**src/sv/dtvg_pkg.sv**
```systemverilog
`timescale 1ns / 1ps
// shared types, widths and codes of the trial vector generator
// no dependencies
package dtvg_pkg;

  localparam int unsigned VALUE_W     = 32;
  localparam int unsigned FRAC_W      = 16;
  localparam int unsigned DRAW_W      = 16;
  localparam int unsigned POS_W       = 6;
  localparam int unsigned RATE_W      = 17;
  localparam int unsigned FACTOR_W    = 18;
  localparam int unsigned MODE_W      = 3;
  localparam int unsigned CFG_IDX_W   = 3;
  localparam int unsigned CFG_DATA_W  = 18;

  // difference widths: two-term and four-term donor differences
  localparam int unsigned DIFF_W      = VALUE_W + 1;
  localparam int unsigned SUM_W       = VALUE_W + 3;
  localparam int unsigned PULL_W      = DIFF_W + FACTOR_W + 1;
  localparam int unsigned PROD_W      = SUM_W + FACTOR_W + 1;
  localparam int unsigned ACC_W       = PROD_W + 2;
  localparam int unsigned RND_W       = ACC_W - FRAC_W;

  localparam int unsigned MAX_DIM_DEFAULT = 64;

  localparam logic [RATE_W-1:0]   RATE_RESET  = RATE_W'(58982);
  localparam logic [FACTOR_W-1:0] SCALE_RESET = FACTOR_W'(32768);
  localparam logic [FACTOR_W-1:0] PULL_RESET  = FACTOR_W'(32768);

  // half an lsb of Q16.16 in the Q.32 accumulator
  localparam int ROUND_HALF = 32768;

  typedef enum logic [CFG_IDX_W-1:0] {
    CFG_CROSSOVER_RATE = 3'd0,
    CFG_SCALE_FACTOR   = 3'd1,
    CFG_PULL_FACTOR    = 3'd2,
    CFG_MUTATION_MODE  = 3'd3,
    CFG_CROSSOVER_MODE = 3'd4
  } dtvg_cfg_idx_e;

  typedef enum logic [MODE_W-1:0] {
    MUT_BEST_1      = 3'd0,
    MUT_RAND_1      = 3'd1,
    MUT_CUR_TO_BEST = 3'd2,
    MUT_BEST_2      = 3'd3,
    MUT_RAND_2      = 3'd4
  } dtvg_mut_mode_e;

  typedef enum logic {
    XOVER_EXP = 1'b0,
    XOVER_BIN = 1'b1
  } dtvg_xover_e;

  typedef struct packed {
    logic [RATE_W-1:0]   crossover_rate;
    logic [FACTOR_W-1:0] scale_factor;
    logic [FACTOR_W-1:0] pull_factor;
    logic [MODE_W-1:0]   mutation_mode;
    logic                crossover_mode;
  } dtvg_cfg_t;

  typedef struct packed {
    logic signed [VALUE_W-1:0] current_value;
    logic signed [VALUE_W-1:0] best_value;
    logic signed [VALUE_W-1:0] donor_one;
    logic signed [VALUE_W-1:0] donor_two;
    logic signed [VALUE_W-1:0] donor_three;
    logic signed [VALUE_W-1:0] donor_four;
    logic signed [VALUE_W-1:0] donor_five;
    logic [DRAW_W-1:0]         random_draw;
    logic [POS_W-1:0]          forced_position;
    logic                      last_element;
  } dtvg_in_t;

  typedef struct packed {
    logic signed [VALUE_W-1:0] new_value;
    logic                      took_mutant;
    logic                      saturated;
    logic                      last_out;
  } dtvg_out_t;

  // base value and exact products, held between the two logic stages
  typedef struct packed {
    logic signed [VALUE_W-1:0] base;
    logic signed [PROD_W-1:0]  p_scale;
    logic signed [PULL_W-1:0]  p_pull;
  } dtvg_mut_t;

endpackage

```
**src/sv/dtvg_stream_if.sv**
```systemverilog
`timescale 1ns / 1ps
// valid/ready stream channel with a typed payload
// payload types come from dtvg_pkg at the point of instantiation
interface dtvg_stream_if #(
  parameter type T = logic
);
  logic valid;
  logic ready;
  T     data;

  modport source (output valid, output data, input ready);
  modport sink   (input valid, input data, output ready);
endinterface

```
**src/sv/dtvg_mutation.sv**
```systemverilog
`timescale 1ns / 1ps
// mutant formula select: base value and the two factor products
// depends on dtvg_pkg
module dtvg_mutation import dtvg_pkg::*; (
  input  dtvg_in_t  item_i,
  input  dtvg_cfg_t cfg_i,
  output dtvg_mut_t mut_o
);

  logic signed [SUM_W-1:0]    diff_scale;
  logic signed [DIFF_W-1:0]   diff_pull;
  logic signed [VALUE_W-1:0]  base;
  logic                       pull_on;
  logic signed [FACTOR_W:0]   f_s;
  logic signed [FACTOR_W:0]   lam_s;
  logic signed [SUM_W-1:0]    quad;

  assign quad = SUM_W'(item_i.donor_one) + SUM_W'(item_i.donor_two)
              - SUM_W'(item_i.donor_three) - SUM_W'(item_i.donor_four);

  always_comb begin
    base       = item_i.best_value;
    diff_scale = SUM_W'(item_i.donor_two) - SUM_W'(item_i.donor_three);
    pull_on    = 1'b0;
    case (cfg_i.mutation_mode)
      MUT_RAND_1: begin
        base = item_i.donor_one;
      end
      MUT_CUR_TO_BEST: begin
        base       = item_i.current_value;
        diff_scale = SUM_W'(item_i.donor_one) - SUM_W'(item_i.donor_two);
        pull_on    = 1'b1;
      end
      MUT_BEST_2: begin
        diff_scale = quad;
      end
      MUT_RAND_2: begin
        base       = item_i.donor_five;
        diff_scale = quad;
      end
      default: ;
    endcase
  end

  assign diff_pull = DIFF_W'(item_i.best_value) - DIFF_W'(item_i.current_value);

  assign f_s   = $signed({1'b0, cfg_i.scale_factor});
  // pull term only exists in the current-to-best formula
  assign lam_s = pull_on ? $signed({1'b0, cfg_i.pull_factor}) : '0;

  assign mut_o.base    = base;
  assign mut_o.p_scale = diff_scale * f_s;
  assign mut_o.p_pull  = diff_pull * lam_s;

endmodule

```
**src/sv/dtvg_round_sat.sv**
```systemverilog
`timescale 1ns / 1ps
// sums base and products, rounds to Q16.16, saturates and picks the result
// depends on dtvg_pkg
module dtvg_round_sat import dtvg_pkg::*; (
  input  dtvg_mut_t                 mut_i,
  input  logic signed [VALUE_W-1:0] current_i,
  input  logic                      took_i,
  input  logic                      last_i,
  output dtvg_out_t                 res_o
);

  logic signed [ACC_W-1:0]   acc;
  logic signed [RND_W-1:0]   rnd;
  logic                      sat;
  logic signed [VALUE_W-1:0] mut;

  assign acc = (ACC_W'(mut_i.base) <<< FRAC_W) + ACC_W'(mut_i.p_scale)
             + ACC_W'(mut_i.p_pull) + ACC_W'(ROUND_HALF);

  // dropping the fraction bits is a floor, so this rounds half up
  assign rnd = acc[ACC_W-1:FRAC_W];

  // fits when every bit above the result sign matches it
  assign sat = !((&rnd[RND_W-1:VALUE_W-1]) || !(|rnd[RND_W-1:VALUE_W-1]));

  always_comb begin
    if (!sat) begin
      mut = rnd[VALUE_W-1:0];
    end else if (rnd[RND_W-1]) begin
      mut = {1'b1, {(VALUE_W-1){1'b0}}};
    end else begin
      mut = {1'b0, {(VALUE_W-1){1'b1}}};
    end
  end

  assign res_o.new_value   = took_i ? mut : current_i;
  assign res_o.took_mutant = took_i;
  assign res_o.saturated   = sat;
  assign res_o.last_out    = last_i;

endmodule

```
**src/sv/dtvg_crossover.sv**
```systemverilog
`timescale 1ns / 1ps
// crossover decision with the exponential run flag and the dimension counter
// depends on dtvg_pkg
module dtvg_crossover import dtvg_pkg::*; #(
  parameter int unsigned MAX_DIM = MAX_DIM_DEFAULT
) (
  input  logic              clk_i,
  input  logic              rst_ni,
  input  dtvg_cfg_t         cfg_i,
  input  logic              adv_i,
  input  logic [DRAW_W-1:0] draw_i,
  input  logic [POS_W-1:0]  forced_i,
  input  logic              last_i,
  output logic              take_o
);

  logic             run_active_q, run_active_d;
  logic [POS_W-1:0] position_q, position_d;
  logic [POS_W:0]   pos_inc;
  logic             pass;

  assign pass = {1'b0, draw_i} < cfg_i.crossover_rate;

  always_comb begin
    case (cfg_i.crossover_mode)
      XOVER_EXP: take_o = run_active_q && pass;
      default:   take_o = pass || (position_q == forced_i);
    endcase
  end

  assign pos_inc = {1'b0, position_q} + 1'b1;

  always_comb begin
    run_active_d = run_active_q;
    position_d   = position_q;
    if (adv_i) begin
      if (last_i) begin
        run_active_d = 1'b1;
        position_d   = '0;
      end else begin
        if (cfg_i.crossover_mode == XOVER_EXP && !take_o) begin
          run_active_d = 1'b0;
        end
        // counter is kept in its own width whatever the vector length
        position_d = (32'(pos_inc) == MAX_DIM) ? '0 : pos_inc[POS_W-1:0];
      end
    end
  end

  always_ff @(posedge clk_i or negedge rst_ni) begin
    if (!rst_ni) begin
      run_active_q <= 1'b1;
      position_q   <= '0;
    end else begin
      run_active_q <= run_active_d;
      position_q   <= position_d;
    end
  end

endmodule

```
**src/sv/de_trial_vector_generator.sv**
```systemverilog
`timescale 1ns / 1ps
// Differential-evolution trial vector generator, one vector dimension per beat.
// Pipeline of three registers: input register, product register (after the
// two factor multipliers) and result register; one beat is taken every
// cycle while the result side keeps up. The multipliers of the mutant
// formula and the Q.32 sum with rounding each sit between their own pair
// of registers. The crossover state (run flag, dimension counter) steps as
// each beat enters the product register, so beats must arrive in vector
// order. Configuration is to be written by the user through the plain write
// port while no beat is in flight; the block does not enforce this. Writes
// to indexes beyond the register list are ignored.
module de_trial_vector_generator import dtvg_pkg::*; #(
  parameter int unsigned MAX_DIM = MAX_DIM_DEFAULT
) (
  input  logic                  clk_i,
  input  logic                  rst_ni,
  input  logic                  cfg_we_i,
  input  logic [CFG_IDX_W-1:0]  cfg_idx_i,
  input  logic [CFG_DATA_W-1:0] cfg_data_i,
  dtvg_stream_if.sink           item_i,
  dtvg_stream_if.source         result_o
);

  dtvg_cfg_t cfg_q;

  logic                      v1_q, v2_q, v3_q;
  logic                      load1, load2, load3;
  logic                      adv;
  dtvg_in_t                  in_q;
  dtvg_mut_t                 mut_d, mut_q;
  logic signed [VALUE_W-1:0] cur_q;
  logic                      took_d, took_q;
  logic                      last_q;
  dtvg_out_t                 res_d, res_q;

  // configuration registers
  always_ff @(posedge clk_i or negedge rst_ni) begin
    if (!rst_ni) begin
      cfg_q.crossover_rate <= RATE_RESET;
      cfg_q.scale_factor   <= SCALE_RESET;
      cfg_q.pull_factor    <= PULL_RESET;
      cfg_q.mutation_mode  <= MUT_BEST_1;
      cfg_q.crossover_mode <= XOVER_BIN;
    end else if (cfg_we_i) begin
      case (cfg_idx_i)
        CFG_CROSSOVER_RATE: cfg_q.crossover_rate <= cfg_data_i[RATE_W-1:0];
        CFG_SCALE_FACTOR:   cfg_q.scale_factor   <= cfg_data_i[FACTOR_W-1:0];
        CFG_PULL_FACTOR:    cfg_q.pull_factor    <= cfg_data_i[FACTOR_W-1:0];
        CFG_MUTATION_MODE:  cfg_q.mutation_mode  <= cfg_data_i[MODE_W-1:0];
        CFG_CROSSOVER_MODE: cfg_q.crossover_mode <= cfg_data_i[0];
        default: ;
      endcase
    end
  end

  // each stage loads when empty or when its contents move on
  assign load3 = !v3_q || result_o.ready;
  assign load2 = !v2_q || load3;
  assign load1 = !v1_q || load2;
  assign adv   = load2 && v1_q;

  assign item_i.ready   = load1;
  assign result_o.valid = v3_q;
  assign result_o.data  = res_q;

  always_ff @(posedge clk_i or negedge rst_ni) begin
    if (!rst_ni) begin
      v1_q <= 1'b0;
      v2_q <= 1'b0;
      v3_q <= 1'b0;
    end else begin
      if (load1) v1_q <= item_i.valid;
      if (load2) v2_q <= v1_q;
      if (load3) v3_q <= v2_q;
    end
  end

  dtvg_mutation u_mutation (
    .item_i (in_q),
    .cfg_i  (cfg_q),
    .mut_o  (mut_d)
  );

  dtvg_crossover #(
    .MAX_DIM (MAX_DIM)
  ) u_crossover (
    .clk_i    (clk_i),
    .rst_ni   (rst_ni),
    .cfg_i    (cfg_q),
    .adv_i    (adv),
    .draw_i   (in_q.random_draw),
    .forced_i (in_q.forced_position),
    .last_i   (in_q.last_element),
    .take_o   (took_d)
  );

  dtvg_round_sat u_round_sat (
    .mut_i     (mut_q),
    .current_i (cur_q),
    .took_i    (took_q),
    .last_i    (last_q),
    .res_o     (res_d)
  );

  // payload registers, no reset
  always_ff @(posedge clk_i) begin
    if (load1 && item_i.valid) begin
      in_q <= item_i.data;
    end
    if (adv) begin
      mut_q  <= mut_d;
      cur_q  <= in_q.current_value;
      took_q <= took_d;
      last_q <= in_q.last_element;
    end
    if (load3 && v2_q) begin
      res_q <= res_d;
    end
  end

endmodule

```
**src/flat_wrapper.sv**
```systemverilog
// flat-port wrapper written by rule: the top's interface ports become plain ports
module de_trial_vector_generator_flat import dtvg_pkg::*;
#(
  parameter int unsigned MAX_DIM = MAX_DIM_DEFAULT
)
  (clk_i, rst_ni, cfg_we_i, cfg_idx_i, cfg_data_i, item_i_valid, item_i_data, item_i_ready, result_o_valid, result_o_data, result_o_ready);
  dtvg_stream_if item_i_i ();
  dtvg_stream_if result_o_i ();
  input  logic clk_i;
  input  logic rst_ni;
  input  logic cfg_we_i;
  input  logic [CFG_IDX_W-1:0] cfg_idx_i;
  input  logic [CFG_DATA_W-1:0] cfg_data_i;
  input wire logic [$bits(item_i_i.valid)-1:0] item_i_valid;
  input wire logic [$bits(item_i_i.data)-1:0] item_i_data;
  output wire logic [$bits(item_i_i.ready)-1:0] item_i_ready;
  output wire logic [$bits(result_o_i.valid)-1:0] result_o_valid;
  output wire logic [$bits(result_o_i.data)-1:0] result_o_data;
  input wire logic [$bits(result_o_i.ready)-1:0] result_o_ready;
  assign item_i_i.valid = item_i_valid;
  assign item_i_i.data = item_i_data;
  assign item_i_ready = item_i_i.ready;
  assign result_o_valid = result_o_i.valid;
  assign result_o_data = result_o_i.data;
  assign result_o_i.ready = result_o_ready;
  de_trial_vector_generator #(.MAX_DIM(MAX_DIM)) u_core (.clk_i(clk_i), .rst_ni(rst_ni), .cfg_we_i(cfg_we_i), .cfg_idx_i(cfg_idx_i), .cfg_data_i(cfg_data_i), .item_i(item_i_i), .result_o(result_o_i));
endmodule
```
**config.mk**
```make
export PLATFORM = sky130hd
export DESIGN_NAME = de_trial_vector_generator_flat
export DESIGN_NICKNAME = d
export VERILOG_FILES = /design/src/sv/dtvg_pkg.sv /design/src/sv/dtvg_stream_if.sv /design/src/sv/dtvg_mutation.sv /design/src/sv/dtvg_round_sat.sv /design/src/sv/dtvg_crossover.sv /design/src/sv/de_trial_vector_generator.sv /design/src/flat_wrapper.sv
export SDC_FILE = /design/constraint.sdc
export NUM_CORES = 1
export LEC_CHECK = 0
export ABC_AREA = 1
export BUFFER_PORTS_ARGS = -buffer_cell sky130_fd_sc_hd__clkbuf_2
export CORE_AREA = 3 3 40 42
export CTS_BUF_LIST = sky130_fd_sc_hd__clkbuf_8 sky130_fd_sc_hd__clkbuf_16
export DETAILED_ROUTE_END_ITERATION = 8
export DIE_AREA = 0 0 43 45
export GPL_TIMING_DRIVEN = 0
export PLACE_DENSITY_LB_ADDON = 0.12
export SLEW_MARGIN = 10
export SYNTH_ARGS = -nofsm -noshare
export SYNTH_HDL_FRONTEND = slang
export SYNTH_SLANG_ARGS = --single-unit
```
**constraint.sdc**
```tcl
create_clock -name clk_i -period 2.35 [get_ports clk_i]
set_input_delay 0 -clock clk_i [delete_from_list [all_inputs] [get_ports clk_i]]
set_output_delay 0 -clock clk_i [all_outputs]
set_load 0.02 [all_outputs]
```
==> flow_summary.yaml <==
sta:
  fin_crit_ns: 0.950
  fmax_mhz: 1050
  slew_headroom: 0.885
  fin_crit_sh: 0.404
  slew_viol_final: 0
  tns_ns: 0
  rsz0062_at_grt: "no"
  hold_viol: 0
  setup_viol: 0
  clock_skew_ns: 0.00543
  worstMarginPinSlew_ns: 0.173
  setup_ws_ns: 1.40
die:
  core_um2: 1280
  dieArea_um2: 1940
  fp-row-count: 13
  die_w_um: 43
  die_h_um: 45
  start_util: 0.178
  boundaryPins: 30
synthesis:
  synth_cell_types: 7
  ys_seq_area_frac: 0.721
  synth_area_leaders: "edfxtp_1 39%, dfrtp_1 33%, nand2_1 9.8%"
  synthesis.nets: 47
  ys_warn_count: 0
  netlist_area_um2: 229
  synth_area_leader_cell: "edfxtp_1"
  synth.avg_cell_area_um2: 11.4
  post-synth-top-area-fraction: 0.393
  syn_inst: 20
  ys_ff_latch: 6
critical_path:
  ff2ff_path_depth: 3
  worst_ep_arrival_time_ns: 0.89
  startpoint_type: "register"
  path_max_fanout: 5
  path_class: "reg -> reg"
  worst_setup_path_end_kind: "register"
  required_ns: 2.29
cells_and_area:
  drive_above_1_share: 0.324
  final_nets: 62
  area_delta_synth_final_pct: 56.3
  fillers: 138
  antenna-diode-count: 0
  design_area_um2: 358
drt:
  routed_wl_um: 359
  drt-initial-drc-count: 2
  num_vias: 168
  antenna_left: 0
  dr.pass1.iters: 2
  viasPerCell: 3.43
  wire_per_inst_um: 7.33
  drc: 0
clock_tree:
  clkLatencyLatePin_ns: 0.22
  ctsHoldBuffers: 3
  path_clk_slew_ns: 0.04
  htree_levels: 1
  cts_buffers: 3
  cts_tree: "done"
  cts_root_buf: "clkbuf_8"
  cts_resized: 0
  postCtsSetupRepairBufs: 0
  cts_buffer_depth: 2
  clock-sinks: 6
placed_design:
  dp_slack_ns: 1.40
  portBuffers: 7
  globalplace.congestion: 0.592
  dp_hpwl_um: 268
  dpl_cell_area_um2: 283
power_and_ir_drop:
  total_power_uw: 335
  vdd.ir_drop.worst_v: 0.000238
  power_density_nw_per_um2: 937
  power_leakage_nw: 0.186
grt:
  grt_max_degree: 6
  grt-ovfl-total: 0
  antenna_found_initial: 0
  gr-usage-all-layers: 0.0495
  first_global_vias: 149
  grt_pass1_wl_um: 565
job:
  max_cap_violations: 0
worst_hold_path:
  min_path_cells: 4
  hp-class: "in -> reg"
outcome:
  status: "complete, no violations"
-- area by class of cell --
class,instances,area (um^2),share of cell area
flip-flops and latches,6,165,0.462
repair buffers,10,65.1,0.182
multi-input cells,9,45.0,0.126
clock buffers,3,41.3,0.115
inverters,5,18.8,0.0524
well taps,15,18.8,0.0524
clock inverters,1,3.75,0.0105
-- logic make-up after synthesis --
kind of cell	synth area share
buf+inv	0.0820
simple gates	0.175
compound gates	0.0218
flops	0.721
-- synth_stat cells (all sizes together) --
cell type	n
a21oi	1
dfrtp	3
edfxtp	3
inv	5
nand2	6
nand3	1
nand4	1
-- worst paths after layout --
kind	endpoint	startpoint	slack, ns
max in group asynchronous	u_core.v2_q$_DFFE_PN0P_	rst_ni	2.12
hold / removal	u_core.result_o.valid$_DFFE_PN0P_	result_o_ready	0.06
min in group asynchronous	u_core.v1_q$_DFFE_PN0P_	rst_ni	0.12
setup reg to reg	u_core.last_q$_DFFE_PP_	u_core.result_o.valid$_DFFE_PN0P_	1.40
setup / recovery	u_core.last_q$_DFFE_PP_	u_core.result_o.valid$_DFFE_PN0P_	1.40
hold reg to reg	u_core.result_o.data$_DFFE_PP_	u_core.last_q$_DFFE_PP_	0.41
-- worst max-delay path, stage by stage (launching register included) --
cell and delay, ns:
dfrtp_1 0.42, nand3_1 0.12, nand2_1 0.07, inv_1 0.06
-- metal layers --
layer / global-route usage / wire length, um
met1: 0.0543 / 168
met4: 0.0904 / 0
met3: 0.0279 / 36
met2: 0.0449 / 154
met5: 0 / 0
-- report_power, final --
part	total, mW	leakage [nW]	internal, mW	switching [mW]
clock	0.156	0.0269	0.112	0.0436
sequential	0.137	0.0622	0.127	0.00981
combinational	0.0424	0.0973	0.0172	0.0252
-- state kept, by name (all words and copies together), names as in the netlist --
| signal | count |
|---|---|
| u_core.result_o.data | 1 |
| u_core.in_q | 1 |
| u_core.v1_q | 1 |
| u_core.last_q | 1 |
| u_core.result_o.valid | 1 |
| u_core.v2_q | 1 |
-- cells in the final DEF (no fill, tap or decap) --
cell / Yosys / layout
dlygate4sd3_1: 0 / 3
nand3_1: 1 / 1
clkbuf_2: 0 / 7
nand4_2: 1 / 1
clkbuf_8: 0 / 3
inv_1: 5 / 6
dfrtp_1: 3 / 3
nand2_1: 6 / 6
a21oi_1: 1 / 1
edfxtp_1: 3 / 3
-- stage by stage --
| stage | hold WS (ns) | instances | utilization |
|---|---|---|---|
| final | 0.0635 | 49 | 0.278 |
| after global placement | -0.201 | 42 | 0.220 |
| after global routing | 0.0661 | 49 | 0.278 |
| after CTS | 0.0576 | 49 | 0.278 |
| after floorplan | -0.296 | 20 | - |
| after detailed placement | -0.199 | 42 | 0.220 |
Power figures use the tool's default switching activity.
